**src/mcsl_pkg.sv**
```systemverilog
// Shared types, widths and helpers for the mip chain subresource layout block.
// No dependencies; imported by every module under src.
package mcsl_pkg;

  localparam int unsigned MaxMips = 15;

  localparam int unsigned KindW    = 2;
  localparam int unsigned DimW     = 15;
  localparam int unsigned DepthW   = 12;
  localparam int unsigned ElemW    = 6;
  localparam int unsigned MipsW    = 4;
  localparam int unsigned LayersW  = 12;
  localparam int unsigned PlaneW   = 46;
  localparam int unsigned LevelW   = 4;
  localparam int unsigned LayerW   = 11;
  localparam int unsigned OffW     = 58;
  localparam int unsigned SizeW    = 45;
  localparam int unsigned CfgIdxW  = 3;
  localparam int unsigned CfgDataW = 46;

  localparam int unsigned MipCmpW    = LevelW + 1;
  localparam int unsigned LvlStages  = MaxMips + 2;
  localparam int unsigned CntW       = $clog2(LvlStages + 1);
  localparam int unsigned WhW        = 2 * DimW;
  localparam int unsigned WhdW       = WhW + DepthW;
  localparam int unsigned SumW       = WhdW + $clog2(MaxMips);
  localparam int unsigned SumEW      = SumW + ElemW;
  localparam int unsigned SizeEW     = WhdW + ElemW;
  localparam int unsigned PlaneLoW   = PlaneW / 2;
  localparam int unsigned PlaneHiW   = PlaneW - PlaneLoW;
  localparam int unsigned LpW        = LayerW + PlaneW;
  localparam int unsigned TailStages = 3;
  localparam int unsigned Latency    = 1 + LvlStages + TailStages;

  typedef enum logic [KindW-1:0] {
    KIND_1D = 2'd0,
    KIND_2D = 2'd1,
    KIND_3D = 2'd2
  } kind_e;

  typedef enum logic [CfgIdxW-1:0] {
    CFG_KIND   = 3'd0,
    CFG_WIDTH  = 3'd1,
    CFG_HEIGHT = 3'd2,
    CFG_DEPTH  = 3'd3,
    CFG_ELEM   = 3'd4,
    CFG_MIPS   = 3'd5,
    CFG_LAYERS = 3'd6,
    CFG_PLANE  = 3'd7
  } cfg_idx_e;

  typedef struct packed {
    logic [KindW-1:0]   image_kind;
    logic [DimW-1:0]    base_width;
    logic [DimW-1:0]    base_height;
    logic [DepthW-1:0]  base_depth;
    logic [ElemW-1:0]   element_bytes;
    logic [MipsW-1:0]   mip_count;
    logic [LayersW-1:0] layer_count;
    logic [PlaneW-1:0]  plane_bytes;
  } cfg_t;

  // Item state through the level chain. At level stage k: w/h/d are level k,
  // wh/d_prev are level k-1, whd is level k-2 (cnt == k).
  typedef struct packed {
    logic [LevelW-1:0] mip;
    logic [LayerW-1:0] layer;
    logic              ok;
    logic [CntW-1:0]   cnt;
    logic [DimW-1:0]   w;
    logic [DimW-1:0]   h;
    logic [DepthW-1:0] d;
    logic [WhW-1:0]    wh;
    logic [DepthW-1:0] d_prev;
    logic [WhdW-1:0]   whd;
    logic [SumW-1:0]   sum;
    logic [WhdW-1:0]   sel;
  } lvl_t;

  typedef struct packed {
    logic              valid_res;
    logic [OffW-1:0]   byte_offset;
    logic [SizeW-1:0]  byte_size;
    logic [DimW-1:0]   row_pitch;
    logic [PlaneW-1:0] array_pitch;
    logic [PlaneW-1:0] depth_pitch;
  } res_t;

  function automatic logic [DimW-1:0] halve(input logic [DimW-1:0] x);
    return (x > DimW'(1)) ? (x >> 1) : x;
  endfunction

endpackage

```
**src/mcsl_level.sv**
```systemverilog
// One mip level step of the layout chain: halves the extent, forms the
// partial products and accumulates earlier level sizes. Uses mcsl_pkg.
module mcsl_level (
  input  logic                clk_i,
  input  logic                rst_ni,
  input  logic                valid_i,
  input  mcsl_pkg::lvl_t      lvl_i,
  output logic                valid_o,
  output mcsl_pkg::lvl_t      lvl_o
);
  import mcsl_pkg::*;

  logic            valid_q;
  lvl_t            lvl_d, lvl_q;
  logic [CntW-1:0] tgt;

  always_comb begin
    tgt          = CntW'(lvl_i.mip) + CntW'(2);
    lvl_d        = lvl_i;
    lvl_d.cnt    = lvl_i.cnt + CntW'(1);
    lvl_d.w      = halve(lvl_i.w);
    lvl_d.h      = halve(lvl_i.h);
    lvl_d.d      = DepthW'(halve(DimW'(lvl_i.d)));
    lvl_d.wh     = WhW'(lvl_i.w) * WhW'(lvl_i.h);
    lvl_d.d_prev = lvl_i.d;
    lvl_d.whd    = WhdW'(lvl_i.wh) * WhdW'(lvl_i.d_prev);
    if (lvl_i.cnt < tgt) begin
      lvl_d.sum = lvl_i.sum + SumW'(lvl_i.whd);
    end
    if (lvl_i.cnt == tgt) begin
      lvl_d.sel = lvl_i.whd;
    end
  end

  always_ff @(posedge clk_i or negedge rst_ni) begin
    if (!rst_ni) begin
      valid_q <= 1'b0;
    end else begin
      valid_q <= valid_i;
    end
  end

  always_ff @(posedge clk_i) begin
    lvl_q <= lvl_d;
  end

  assign valid_o = valid_q;
  assign lvl_o   = lvl_q;

endmodule

```
**config.mk**
```make
export PLATFORM = sky130hd
export DESIGN_NAME = mcsl_level
export DESIGN_NICKNAME = d
export VERILOG_FILES = /design/src/mcsl_pkg.sv /design/src/mcsl_level.sv
export SDC_FILE = /design/constraint.sdc
export NUM_CORES = 2
export LEC_CHECK = 0
export ABC_AREA = 0
export BUFFER_PORTS_ARGS = -buffer_cell sky130_fd_sc_hd__buf_4
export CORE_MARGIN = 2
export CORE_UTILIZATION = 50
export DETAILED_ROUTE_END_ITERATION = 7
export GPL_TIMING_DRIVEN = 0
export PLACE_DENSITY_LB_ADDON = 0.3
export SYNTH_ARGS = -nofsm -noshare
export SYNTH_HDL_FRONTEND = slang
export SYNTH_SLANG_ARGS = --single-unit
```
**constraint.sdc**
```tcl
create_clock -name clk_i -period 0.8 [get_ports clk_i]
set_input_delay 0.16 -clock clk_i [delete_from_list [all_inputs] [get_ports clk_i]]
set_output_delay 0.16 -clock clk_i [all_outputs]
set_load 0.01 [all_outputs]
```
# After elaboration in Yosys (flattened, before gate mapping)
# Cells that the tools add are included.
# Widths: inputs -> output; s select.
# totals
reg_bits,236
latchBits,0
ram_bits,0
rom_bits,0
input_bits,238
output_inout_bits,236
wordCells,31
mem_count,0
# op_classes
add_sub_neg,3
multipliers,2
div,0
magnitude_cmp,4
n_eq_ne,1
n_shift,0
mux,5
bitwise_logic,0
reduce_logical,0
# op_table
op,n
$add 46x42->46,1
$mux 46,1
$mul 30x12->42,1
$mux 42,1
$gt 15x1->1 const B,2
$mul 15x15->30,1
$mux 14,2
$gt 12x1->1 const B,1
$mux 11,1
$add 4x2->5 const B,1
$add 5x1->5 const B,1
$eq 5x5->1,1
$lt 5x5->1,1

# Longest topological paths before layout
# logic_depth
word_depth,3
mapped_depth,25
ltp_nobuf,24

# Worst setup path before layout
# OpenSTA, ideal clock, no wires.
# synth_timing
kind,input to register
startpoint,input lvl_i[192] (netlist name)
endpoint,register lvl_q (netlist bit lvl_o[170])
setup_ns,0.072
arrival_ns,5.976
t_required_ns,0.728
setup_slack_ns,-5.248
stages,23
path_buffers,2
cell_sequence,clkbuf_1 > clkbuf_1 > nand2_1 > fa_1 > fa_1 > fa_1 > inv_1 > fa_1 > fa_1 > inv_1 > fa_1 > inv_1 > ha_1 > a21oi_1 > o21ai_0 > o21ai_0 > a21oi_1 > nor4_1 > o41ai_1 > o41a_1 > a21o_1 > a21oi_1 > xnor2_1
# synth_rtl
item,line_no,rtl
start: declaration,mcsl_level.sv:7,"input mcsl_pkg::lvl_t lvl_i,"
end signal: assignment,mcsl_level.sv:44,lvl_q <= lvl_d;
end: declaration,mcsl_level.sv:14,"lvl_t lvl_d, lvl_q;"

==> flow_metrics.py <==
metrics = {
    "outcome": {
        "outcome": "complete, but fails checks",
        "violations": "negative setup slack",
    },
    "yosys": {
        "synth_edf_count": 0,
        "ys_ff_latch": 236,
        "syn_area_per_cell_um2": 9.08,
        "yosysWarnings": 0,
        "synthArstFlopShare_pct": 0.424,
        "synthFlopType": "dfxtp_1",
        "yosysSeqAreaShare_pct": 17.6,
        "synthDistinctLibCells": 72,
        "syn-instance-count": 2956,
        "synthesis.area_um2": 26800,
    },
    "grt": {
        "grt_overflow_total": 0,
        "grt_pass1_vias": 27500,
        "grt_max_degree": 16,
        "grt_pass1_wl_mm": 157,
        "grt_usage_pct": 36.5,
        "antenna_found_initial": 7,
    },
    "detailed_routing": {
        "drt_drc_violations_left": 0,
        "first_pass_iters": 8,
        "routed_via_density": 5.82,
        "finalWirelength_mm": 114,
        "num_vias": 26500,
        "drt_iter0_markers": 2251,
        "wl_per_cell_um": 25.0,
        "ant_nets": 0,
    },
    "critical_path": {
        "crit_path_frequent_cell": "fa_1",
        "critPathBufInv": 8,
        "crit_family": "adder cells",
        "slowest_stage": "fa_1",
        "path_depth": 26,
        "critPathCaptureType": "flip-flop",
        "required_ns": 1.29,
        "max_stage_delay_ns": 0.60,
        "critPathArrivalTime_ns": 6.01,
        "path_max_fanout": 7,
        "critPathLaunchType": "primary input",
        "critPathKind": "in -> reg",
    },
    "place": {
        "place.gp.congestion": 0.949,
        "dp.final_hpwl_mm": 65.5,
        "dp_cells": 4106,
        "portBuffers": 460,
        "dp_slack_ns": -5.73,
        "dpl_cell_area_um2": 33100,
    },
    "cts": {
        "cts_max_path_buffers": 3,
        "cts-htree-levels": 1,
        "cts_tree": "built",
        "clkTransAtPathRegs_ns": 0.06,
        "cts.sinks": 236,
        "clockRootBuffer": "clkbuf_16",
        "cts_made_buffers": 28,
    },
    "layout": {
        "stdcell_area_um2": 41700,
        "fin_util_pct": 78.9,
        "nNetsFinal": 4742,
        "final_cell_mix": "486 x inv_1, 435 x fa_1, 403 x nand2_1, 312 x buf_6, 306 x buf_4",
        "fillCellCount": 2954,
        "mostFrequentLayoutCell": "inv_1",
        "areaGrowthSynthToFinish_pct": 55.4,
        "drive_gt1_share_pct": 39.8,
        "finalNonFillerCells": 4547,
    },
    "min_path": {
        "hold_depth": 3,
        "hp-class": "in -> reg",
    },
    "floorplan": {
        "die_area_um2": 55600,
        "die_w_um": 236,
        "ios": 474,
        "core_area_um2": 52900,
        "floorplan.initialDensity_pct": 50.8,
        "die_h_um": 236,
        "rows": 84,
    },
    "power": {
        "p_leak_nw": 20.1,
        "p_total_mw": 185,
        "ir_worst_vdd_uv": 5210,
        "power_density_nw_per_um2": 4440,
    },
    "sta": {
        "postLayoutSetupSlackWorst_ns": -4.72,
        "grt_setup_unrepaired": "yes",
        "hold_viol_final": 0,
        "min_period_ns": 5.52,
        "clock.fmax_ghz": 0.181,
        "tightest_slew_ns": 0.838,
        "slew_viol_final": 0,
        "finalCritPeriodShare_pct": 690,
        "fin_setup_tns_ns": -450.74,
        "whs_ns": 0.0267,
        "slew_headroom_pct": 44.1,
        "setup_viol": 394,
    },
    "flow_run": {
        "drv_cap": 0,
    },
}
==> Yosys cell counts (all sizes together) (7+ instances only) <==
library cell,instances,share of area (%)
a211oi,11,0.34
a21o,56,1.6
a21oi,106,2.0
a31oi,14,0.33
and2,236,5.5
and3,10,0.23
clkbuf,159,2.2
dfxtp,235,18
fa,448,33
ha,223,10
inv,539,7.5
mux2,45,1.9
nand2,452,6.3
nand2b,7,0.16
nand3,18,0.34
nand4,9,0.21
nor2,59,0.83
nor2b,9,0.21
nor3,9,0.17
nor4,9,0.21
o21a,17,0.48
o21ai,84,1.6
o21bai,23,0.64
o31ai,8,0.29
xnor2,69,2.3
xor2,36,1.2
==> final timing paths <==
check / start / end / slack [ns]
max: lvl_i[186] / lvl_o[170] / -4.72
min: lvl_i[195] / lvl_o[184] / 0.03
max in group asynchronous: rst_ni / valid_o / 0.27
min in group asynchronous: rst_ni / valid_o / 0.43
==> logic make-up (layout without fill, tap and decap cells) <==
family / count (synthesis) / count (layout) / synth area share [%]
adder cells (fa/ha/maj): 671 / 671 / 43.8
flip-flops: 236 / 236 / 17.6
XOR/XNOR: 105 / 105 / 3.43
AO/OA/AOI/OAI: 361 / 361 / 8.70
AND/OR/NAND/NOR: 835 / 835 / 14.7
buffers and inverters: 701 / 1598 / 9.82
multiplexers: 46 / 46 / 1.92
other: 1 / 7 / 0.0140
==> report_power, final <==
part / switching [mW] / internal [mW] / total [mW]
Sequential: 1.61 / 16.1 / 17.7
Clock: 6.51 / 8.12 / 14.6
Combinational: 79.9 / 73.1 / 153
Total: 88.1 / 97.3 / 185
==> layout make-up <==
class	count	area, µm²	area share, %
timing repair buffer	853	8490	20.4
clock inverter	19	258	0.618
tap	688	861	2.06
inverter	539	2030	4.86
sequential	236	5050	12.1
multi-input combinational	2021	22500	54.0
clock buffer	33	749	1.80
antenna	4	10.0	0.0240
buffer	154	1750	4.19
==> state kept, by name (all words and copies together) (netlist names) <==
register and cells:
lvl_o 235, valid_o 1
==> what timing repair did <==
item                                    in CTS  in global routing
hold buffers                               197                 12
resized for setup                          790                335
endpoints found under the setup margin     392                397
setup buffers                              143                 61
cloned                                       8                  0
pin swaps                                  222                151
endpoints found under the hold margin      165                 20
==> per-layer routing <==
layer | wire [µm] | vias to the layer above | global-route usage [%]
met5 | 28 | - | 0
met4 | 10300 | 6 | 21.7
met3 | 12300 | 795 | 9.03
met2 | 53800 | 1994 | 61.7
met1 | 37300 | 12800 | 42.2
li1 | - | 10800 | -
No activity file was read; power rests on OpenSTA's default activity.
