[config.mk]
export PLATFORM = sky130hd
export DESIGN_NAME = mcsl_tail
export DESIGN_NICKNAME = d
export VERILOG_FILES = /design/src/mcsl_pkg.sv /design/src/mcsl_tail.sv
export SDC_FILE = /design/constraint.sdc
export NUM_CORES = 2
export LEC_CHECK = 0
export ABC_CLOCK_PERIOD_IN_PS = 2500
export BUFFER_PORTS_ARGS = -buffer_cell sky130_fd_sc_hd__buf_4
export CORE_MARGIN = 3
export CORE_UTILIZATION = 35
export CTS_CLUSTER_DIAMETER = 50
export DETAILED_ROUTE_END_ITERATION = 8
export MAX_ROUTING_LAYER = met4
export PLACE_DENSITY = 0.6
export REMOVE_ABC_BUFFERS = 1
export SETUP_SLACK_MARGIN = 0.3
export SYNTH_ARGS = -nofsm -noshare
export SYNTH_HDL_FRONTEND = slang
export SYNTH_SLANG_ARGS = --single-unit
[constraint.sdc]
create_clock -name clk_i -period 2.5 [get_ports clk_i]
set_input_delay 0.125 -clock clk_i [delete_from_list [all_inputs] [get_ports clk_i]]
set_output_delay 0.125 -clock clk_i [all_outputs]
set_load 0.005 [all_outputs]
[src/mcsl_pkg.sv]
// Shared types, widths and helpers for the mip chain subresource layout block.
// No dependencies; imported by every module under src.
package mcsl_pkg;

  localparam int unsigned MaxMips = 15;

  localparam int unsigned KindW    = 2;
  localparam int unsigned DimW     = 15;
  localparam int unsigned DepthW   = 12;
  localparam int unsigned ElemW    = 6;
  localparam int unsigned MipsW    = 4;
  localparam int unsigned LayersW  = 12;
  localparam int unsigned PlaneW   = 46;
  localparam int unsigned LevelW   = 4;
  localparam int unsigned LayerW   = 11;
  localparam int unsigned OffW     = 58;
  localparam int unsigned SizeW    = 45;
  localparam int unsigned CfgIdxW  = 3;
  localparam int unsigned CfgDataW = 46;

  localparam int unsigned MipCmpW    = LevelW + 1;
  localparam int unsigned LvlStages  = MaxMips + 2;
  localparam int unsigned CntW       = $clog2(LvlStages + 1);
  localparam int unsigned WhW        = 2 * DimW;
  localparam int unsigned WhdW       = WhW + DepthW;
  localparam int unsigned SumW       = WhdW + $clog2(MaxMips);
  localparam int unsigned SumEW      = SumW + ElemW;
  localparam int unsigned SizeEW     = WhdW + ElemW;
  localparam int unsigned PlaneLoW   = PlaneW / 2;
  localparam int unsigned PlaneHiW   = PlaneW - PlaneLoW;
  localparam int unsigned LpW        = LayerW + PlaneW;
  localparam int unsigned TailStages = 3;
  localparam int unsigned Latency    = 1 + LvlStages + TailStages;

  typedef enum logic [KindW-1:0] {
    KIND_1D = 2'd0,
    KIND_2D = 2'd1,
    KIND_3D = 2'd2
  } kind_e;

  typedef enum logic [CfgIdxW-1:0] {
    CFG_KIND   = 3'd0,
    CFG_WIDTH  = 3'd1,
    CFG_HEIGHT = 3'd2,
    CFG_DEPTH  = 3'd3,
    CFG_ELEM   = 3'd4,
    CFG_MIPS   = 3'd5,
    CFG_LAYERS = 3'd6,
    CFG_PLANE  = 3'd7
  } cfg_idx_e;

  typedef struct packed {
    logic [KindW-1:0]   image_kind;
    logic [DimW-1:0]    base_width;
    logic [DimW-1:0]    base_height;
    logic [DepthW-1:0]  base_depth;
    logic [ElemW-1:0]   element_bytes;
    logic [MipsW-1:0]   mip_count;
    logic [LayersW-1:0] layer_count;
    logic [PlaneW-1:0]  plane_bytes;
  } cfg_t;

  // Item state through the level chain. At level stage k: w/h/d are level k,
  // wh/d_prev are level k-1, whd is level k-2 (cnt == k).
  typedef struct packed {
    logic [LevelW-1:0] mip;
    logic [LayerW-1:0] layer;
    logic              ok;
    logic [CntW-1:0]   cnt;
    logic [DimW-1:0]   w;
    logic [DimW-1:0]   h;
    logic [DepthW-1:0] d;
    logic [WhW-1:0]    wh;
    logic [DepthW-1:0] d_prev;
    logic [WhdW-1:0]   whd;
    logic [SumW-1:0]   sum;
    logic [WhdW-1:0]   sel;
  } lvl_t;

  typedef struct packed {
    logic              valid_res;
    logic [OffW-1:0]   byte_offset;
    logic [SizeW-1:0]  byte_size;
    logic [DimW-1:0]   row_pitch;
    logic [PlaneW-1:0] array_pitch;
    logic [PlaneW-1:0] depth_pitch;
  } res_t;

  function automatic logic [DimW-1:0] halve(input logic [DimW-1:0] x);
    return (x > DimW'(1)) ? (x >> 1) : x;
  endfunction

endpackage

[src/mcsl_tail.sv]
// Final three stages: scales by element size, adds the layer offset and
// forms the registered result. Uses mcsl_pkg.
module mcsl_tail (
  input  logic           clk_i,
  input  logic           rst_ni,
  input  logic           valid_i,
  input  mcsl_pkg::lvl_t lvl_i,
  input  mcsl_pkg::cfg_t cfg_i,
  output logic           done_o,
  output mcsl_pkg::res_t res_o
);
  import mcsl_pkg::*;

  logic                         v1_q, v2_q, done_q;
  logic                         ok1_q, ok2_q;
  logic [LayerW+PlaneLoW-1:0]   lo1_q;
  logic [LayerW+PlaneHiW-1:0]   hi1_q;
  logic [SumEW-1:0]             sume1_q, sume2_q;
  logic [SizeEW-1:0]            sizee1_q, sizee2_q;
  logic [LpW-1:0]               lp2_q;
  res_t                         res_d, res_q;

  always_ff @(posedge clk_i or negedge rst_ni) begin
    if (!rst_ni) begin
      v1_q   <= 1'b0;
      v2_q   <= 1'b0;
      done_q <= 1'b0;
    end else begin
      v1_q   <= valid_i;
      v2_q   <= v1_q;
      done_q <= v2_q;
    end
  end

  always_ff @(posedge clk_i) begin
    ok1_q    <= lvl_i.ok;
    lo1_q    <= (LayerW+PlaneLoW)'(lvl_i.layer)
                * (LayerW+PlaneLoW)'(cfg_i.plane_bytes[PlaneLoW-1:0]);
    hi1_q    <= (LayerW+PlaneHiW)'(lvl_i.layer)
                * (LayerW+PlaneHiW)'(cfg_i.plane_bytes[PlaneW-1:PlaneLoW]);
    sume1_q  <= SumEW'(lvl_i.sum) * SumEW'(cfg_i.element_bytes);
    sizee1_q <= SizeEW'(lvl_i.sel) * SizeEW'(cfg_i.element_bytes);

    ok2_q    <= ok1_q;
    lp2_q    <= (LpW'(hi1_q) << PlaneLoW) + LpW'(lo1_q);
    sume2_q  <= sume1_q;
    sizee2_q <= sizee1_q;

    res_q    <= res_d;
  end

  always_comb begin
    res_d = '0;
    if (ok2_q) begin
      res_d.valid_res   = 1'b1;
      res_d.byte_offset = OffW'(lp2_q) + OffW'(sume2_q);
      res_d.byte_size   = sizee2_q[SizeW-1:0];
      res_d.row_pitch   = cfg_i.base_width;
      res_d.array_pitch = cfg_i.plane_bytes;
      res_d.depth_pitch = (cfg_i.image_kind == KIND_3D) ? cfg_i.plane_bytes : '0;
    end
  end

  assign done_o = done_q;
  assign res_o  = res_q;

endmodule

======== Word level (Yosys, flattened, before mapping) ========
Cells that the tools add are included.
W data, S select, Z words.
word-level totals
  output and inout bits ................... 212
  word-level logic and storage cells ...... 28
  flip-flop bits (word level) ............. 535
cells by class
  add/subtract/negate cells ............... 2
  multiply operators ...................... 4
  muxes and demuxes ....................... 2
  reduce and logical (&&, ||, !) cells .... 1
  equality and inequality tests ........... 1
operators by type and width
  cell                  count
  $mux W211             1
  $mul A11 B23 Y34      2
  $add A57 B52 Y58      1
  $add A57 B34 Y57      1
  $mul A46 B6 Y52       1
  $mux W46              1
  $mul A42 B6 Y45       1
  $eq A2 B2 Y1 const B  1
  $reduce_and A2 Y1     1

======== Logic depth before layout (Yosys ltp) ========
  depth after elaboration ................. 3
  mapped depth ............................ 23

======== Least setup slack after synthesis ========
OpenSTA, ideal clock, no wires.
  path type ............................... input to register
  start ................................... input port lvl_i[222] (netlist bit)
  end ..................................... register hi1_q[23]
  data arrival time ....................... 5.308 ns
  stages .................................. 21
  data required time ...................... 2.377 ns
  path buffers ............................ 2
  path slack .............................. -2.930 ns
  path through ............................ clkbuf_1 -> clkbuf_1 -> nand2_1 -> fa_1 -> fa_1 -> inv_1 -> fa_1 -> fa_1 -> inv_1 -> fa_1 -> inv_1 -> ha_1 -> a21o_1 -> a31oi_1 -> o21ai_0 -> or3_1 -> a31o_2 -> a211o_1 -> a21oi_1 -> o21ai_1 -> xor2_1
on the way
  word-level cells in the longest chain between the ends .. 1
RTL lines
  element               line             RTL
  start, declared       mcsl_tail.sv:7   input mcsl_pkg::lvl_t lvl_i,
  $mul A11 B23 Y34      mcsl_tail.sv:40  * (LayerW+PlaneHiW)'(cfg_i.plane_bytes[PlaneW-1:PlaneLoW]);
  end signal, assigned  mcsl_tail.sv:39  hi1_q <= (LayerW+PlaneHiW)'(lvl_i.layer)
  end, declared         mcsl_tail.sv:17  logic [LayerW+PlaneHiW-1:0] hi1_q;
Every way passes these cells.
A chain may end at the register's enable or synchronous reset.

======== Worst setup path after layout ========
  start ................................... input port lvl_i[226] (netlist bit)
  end ..................................... register lo1_q[30]
on the way
  word-level cells in the longest chain between the ends .. 1
RTL lines
  element               line             RTL
  $mul A11 B23 Y34      mcsl_tail.sv:38  * (LayerW+PlaneLoW)'(cfg_i.plane_bytes[PlaneLoW-1:0]);
  end signal, assigned  mcsl_tail.sv:37  lo1_q <= (LayerW+PlaneLoW)'(lvl_i.layer)
  end, declared         mcsl_tail.sv:16  logic [LayerW+PlaneLoW-1:0] lo1_q;
Every way passes these cells.

==> results.py <==
metrics = {
    "outcome": {
        "status": "finished, violations left",
        "violations": "negative setup slack",
    },
    "synthesis": {
        "synth_cell_type_count": 97,
        "ys_ff_latch": 535,
        "synth_edf_count": 0,
        "synth-simple-area-share_pct": 17.5,
        "postSynthCellCount": 5137,
        "yosysWarnings": 0,
        "ys_async_sr_fraction_pct": 0.561,
        "synthMuxAreaShare_pct": 0.130,
        "synth_compound_area_share_pct": 9.62,
        "syn-cell-area_mm2": 0.0471,
        "ys_seq_area_share_pct": 22.8,
        "synth_xor_area_share_pct": 3.76,
        "synth-main-ff-cell": "dfxtp_1",
        "synth_top_family_by_area": "adder cells",
        "synthAdderAreaFrac_pct": 38.7,
        "avgSynthCellArea_um2": 9.16,
    },
    "routing": {
        "wl_per_cell_um": 16.7,
        "vias_per_cell": 4.76,
        "first_iter_violations": 2025,
        "vias": 40054,
        "wirelength_um": 140000,
        "postRouteAntennaNets": 0,
        "drt_pass1_iterations": 5,
        "drcViolationCount": 0,
    },
    "hold_path": {
        "min_to": "res_o[11]",
        "hold_start": "cfg_i[110]",
        "holdPathStages": 4,
        "hold_class": "primary input to flip-flop",
    },
    "power_and_ir_drop": {
        "power_mw": 97.9,
        "p_leak_nw": 33.0,
        "p_per_area_mw_per_mm2": 1420,
        "peakVddDrop_mv": 1.28,
    },
    "placement": {
        "io_buffers": 383,
        "post-place-ws_ns": -3.00,
        "place_area_mm2": 0.0580,
        "place_hpwl_um": 104000,
        "globalplace.congestion": 0.887,
    },
    "sta": {
        "holdWs_ns": 0.105,
        "timing.fmax_mhz": 217,
        "fin_crit_sh_pct": 184,
        "rsz0062_at_grt": "true",
        "setup_viol": 174,
        "setup_slack_ns": -2.10,
        "worst_slew_pin_slew_ns": 0.558,
        "finalCriticalPeriod_ns": 4.60,
        "finalMaxSlewViolations": 0,
        "max_slew_margin_pct": 62.5,
        "clock-skew-final_ns": 0.0146,
        "hold_viol": 0,
    },
    "run": {
        "cap_violations": 0,
    },
    "clock_tree": {
        "clk_latency_ns": 0.66,
        "htree_num_levels": 3,
        "cts.path.max_buffers": 3,
        "root_buffer": "clkbuf_16",
        "cts_buffers": 70,
        "path_clk_slew_ns": 0.06,
        "cts_tree": "yes",
        "cts_sinks": 535,
    },
    "global_route": {
        "grt_max_degree": 87,
        "gr-total-overflow": 0,
        "grt_pass1_wl_um": 225000,
        "gr-usage-all-layers_pct": 20.6,
        "antenna_found_initial": 14,
        "grt_pass1_vias": 42550,
    },
    "worst_setup_path": {
        "r2r_slack_ns": -0.66,
        "critPathMaxFanout": 4,
        "r2r-start": "sume2_q[0]",
        "r2r_cells": 13,
        "cp-end-kind": "flip-flop",
        "r2r_end": "res_o[206]",
        "start_kind": "primary input",
        "crit_required_ns": 3.06,
        "critPathKind": "primary input to flip-flop",
        "critPathArrivalTime_ns": 5.16,
        "cp-startpoint": "lvl_i[226]",
    },
    "cells_and_area": {
        "fin_nets": 7962,
        "area_delta_synth_final_pct": 46.8,
        "final_core_util_pct": 52.2,
        "drive_gt1_share_pct": 34.8,
        "stdcell_area_mm2": 0.0691,
    },
    "die": {
        "die_w_um": 373,
        "die_y_um": 373,
        "num_rows": 133,
        "ios": 562,
        "fp.dieArea_mm2": 0.139,
        "core_area_mm2": 0.132,
        "initial_core_util_pct": 35.5,
    },
}
==> repair_timing <==
| item | 4_1_cts | 5_1_grt |
|---|---|---|
| hold buffers | 78 | 0 |
| gates resized for setup | 865 | 288 |
| gates cloned | 23 | 4 |
| pin swaps | 437 | 265 |
| setup endpoints to repair | 219 | 217 |
| endpoints found under the hold margin | 119 | 0 |
| setup buffers | 166 | 80 |
==> per-layer routing <==
layer | vias to the layer above | global-route usage, % | share of wire (%)
li1 | 19106 | - | -
met4 | 0 | 5.72 | 2.4
met3 | 182 | 4.74 | 6.6
met2 | 882 | 31.9 | 46
met5 | - | - | 0
met1 | 19884 | 27.0 | 45
==> metrics by stage <==
stage / TNS (ns) / std cells
2_1_floorplan: -243.77 / 4902
3_3_place_gp: -310.28 / 7915
3_5_place_dp: -311.52 / 7915
4_1_cts: -160.63 / 8309
5_1_grt: -194.15 / 8407
6_report: -178.12 / 8410
==> synthesized netlist by cell type, types with 48 or more instances <==
cell type,number,area [um2]
nand4_1,50,313
a21oi_1,210,1050
dfxtp_1,532,10700
inv_1,687,2580
xor2_1,64,561
xnor2_1,138,1210
ha_1,315,3940
and2_1,403,2520
clkbuf_1,221,830
o21ai_0,126,631
a21o_1,96,721
nand3_1,48,240
fa_1,714,14300
nor2_1,167,627
nand2_1,926,3480
==> kinds of logic (layout without fill, tap and decap cells) <==
group	Yosys count	count (layout)
AND/OR/NAND/NOR	1755	1755
XOR/XNOR	202	202
flip-flops	535	535
AO/OA/AOI/OAI	687	687
adder cells (fa/ha/maj)	1029	1029
buffers and inverters	923	2424
multiplexers	6	6
other	0	17
==> state kept, by name, summed over array words and instances (netlist names) <==
name / flops
v1_q: 1
sizee1_q: 45
lp2_q: 57
v2_q: 1
done_o: 1
sume2_q: 52
res_o: 211
lo1_q: 34
sizee2_q: 45
ok1_q: 1
hi1_q: 34
ok2_q: 1
sume1_q: 52
==> critical path, stage by stage <==
cell and delay [ns]:
buf_8 0.10, buf_4 0.14, and2_4 0.13, fa_1 0.51
inv_2 0.04, fa_1 0.52, inv_2 0.04, fa_1 0.46
fa_1 0.54, inv_2 0.04, fa_1 0.51, inv_2 0.05
ha_4 0.21, a21o_1 0.18, a221oi_4 0.33, a31oi_4 0.16
o211ai_1 0.31, nand4_1 0.25, a2111o_1 0.41, o311ai_1 0.09
==> final cells by class <==
type                       count  area, um2
antenna                       17       42.5
clock inverter                36        464
timing repair buffer        1609      14400
fill                       11953      63400
tap                         1755       2200
inverter                     688       2580
clock buffer                  91       2000
sequential                   535      10700
multi-input combinational   3679      36700
==> worst max path at each step <==
stage	cells past startpoint	slack (ns)	to
2_1_floorplan	20	-2.51	hi1_q[23]
4_1_cts	22	-2.11	hi1_q[23]
3_3_place_gp	22	-2.94	hi1_q[23]
5_1_grt	25	-2.17	hi1_q[31]
6_report	20	-2.10	lo1_q[30]
3_5_place_dp	23	-3.00	hi1_q[32]
==> layout by cell type (no fill, tap or decap), types with 85 or more instances in the layout <==
master,count
a21o_1,96
a21oi_1,119
and2_1,385
buf_4,1262
buf_6,158
dfxtp_1,519
fa_1,691
ha_1,221
ha_4,85
inv_1,651
nand2_1,851
nor2_1,139
xnor2_1,104
==> report_power, final <==
group          internal, mW  total (mW)  leakage [nW]  switching, mW
logic                  38.2        73.7          27.3           35.5
clock network          6.31        10.5          1.20           4.19
registers              12.3        13.7          4.49           1.44
(Power assumes the default switching activity.)
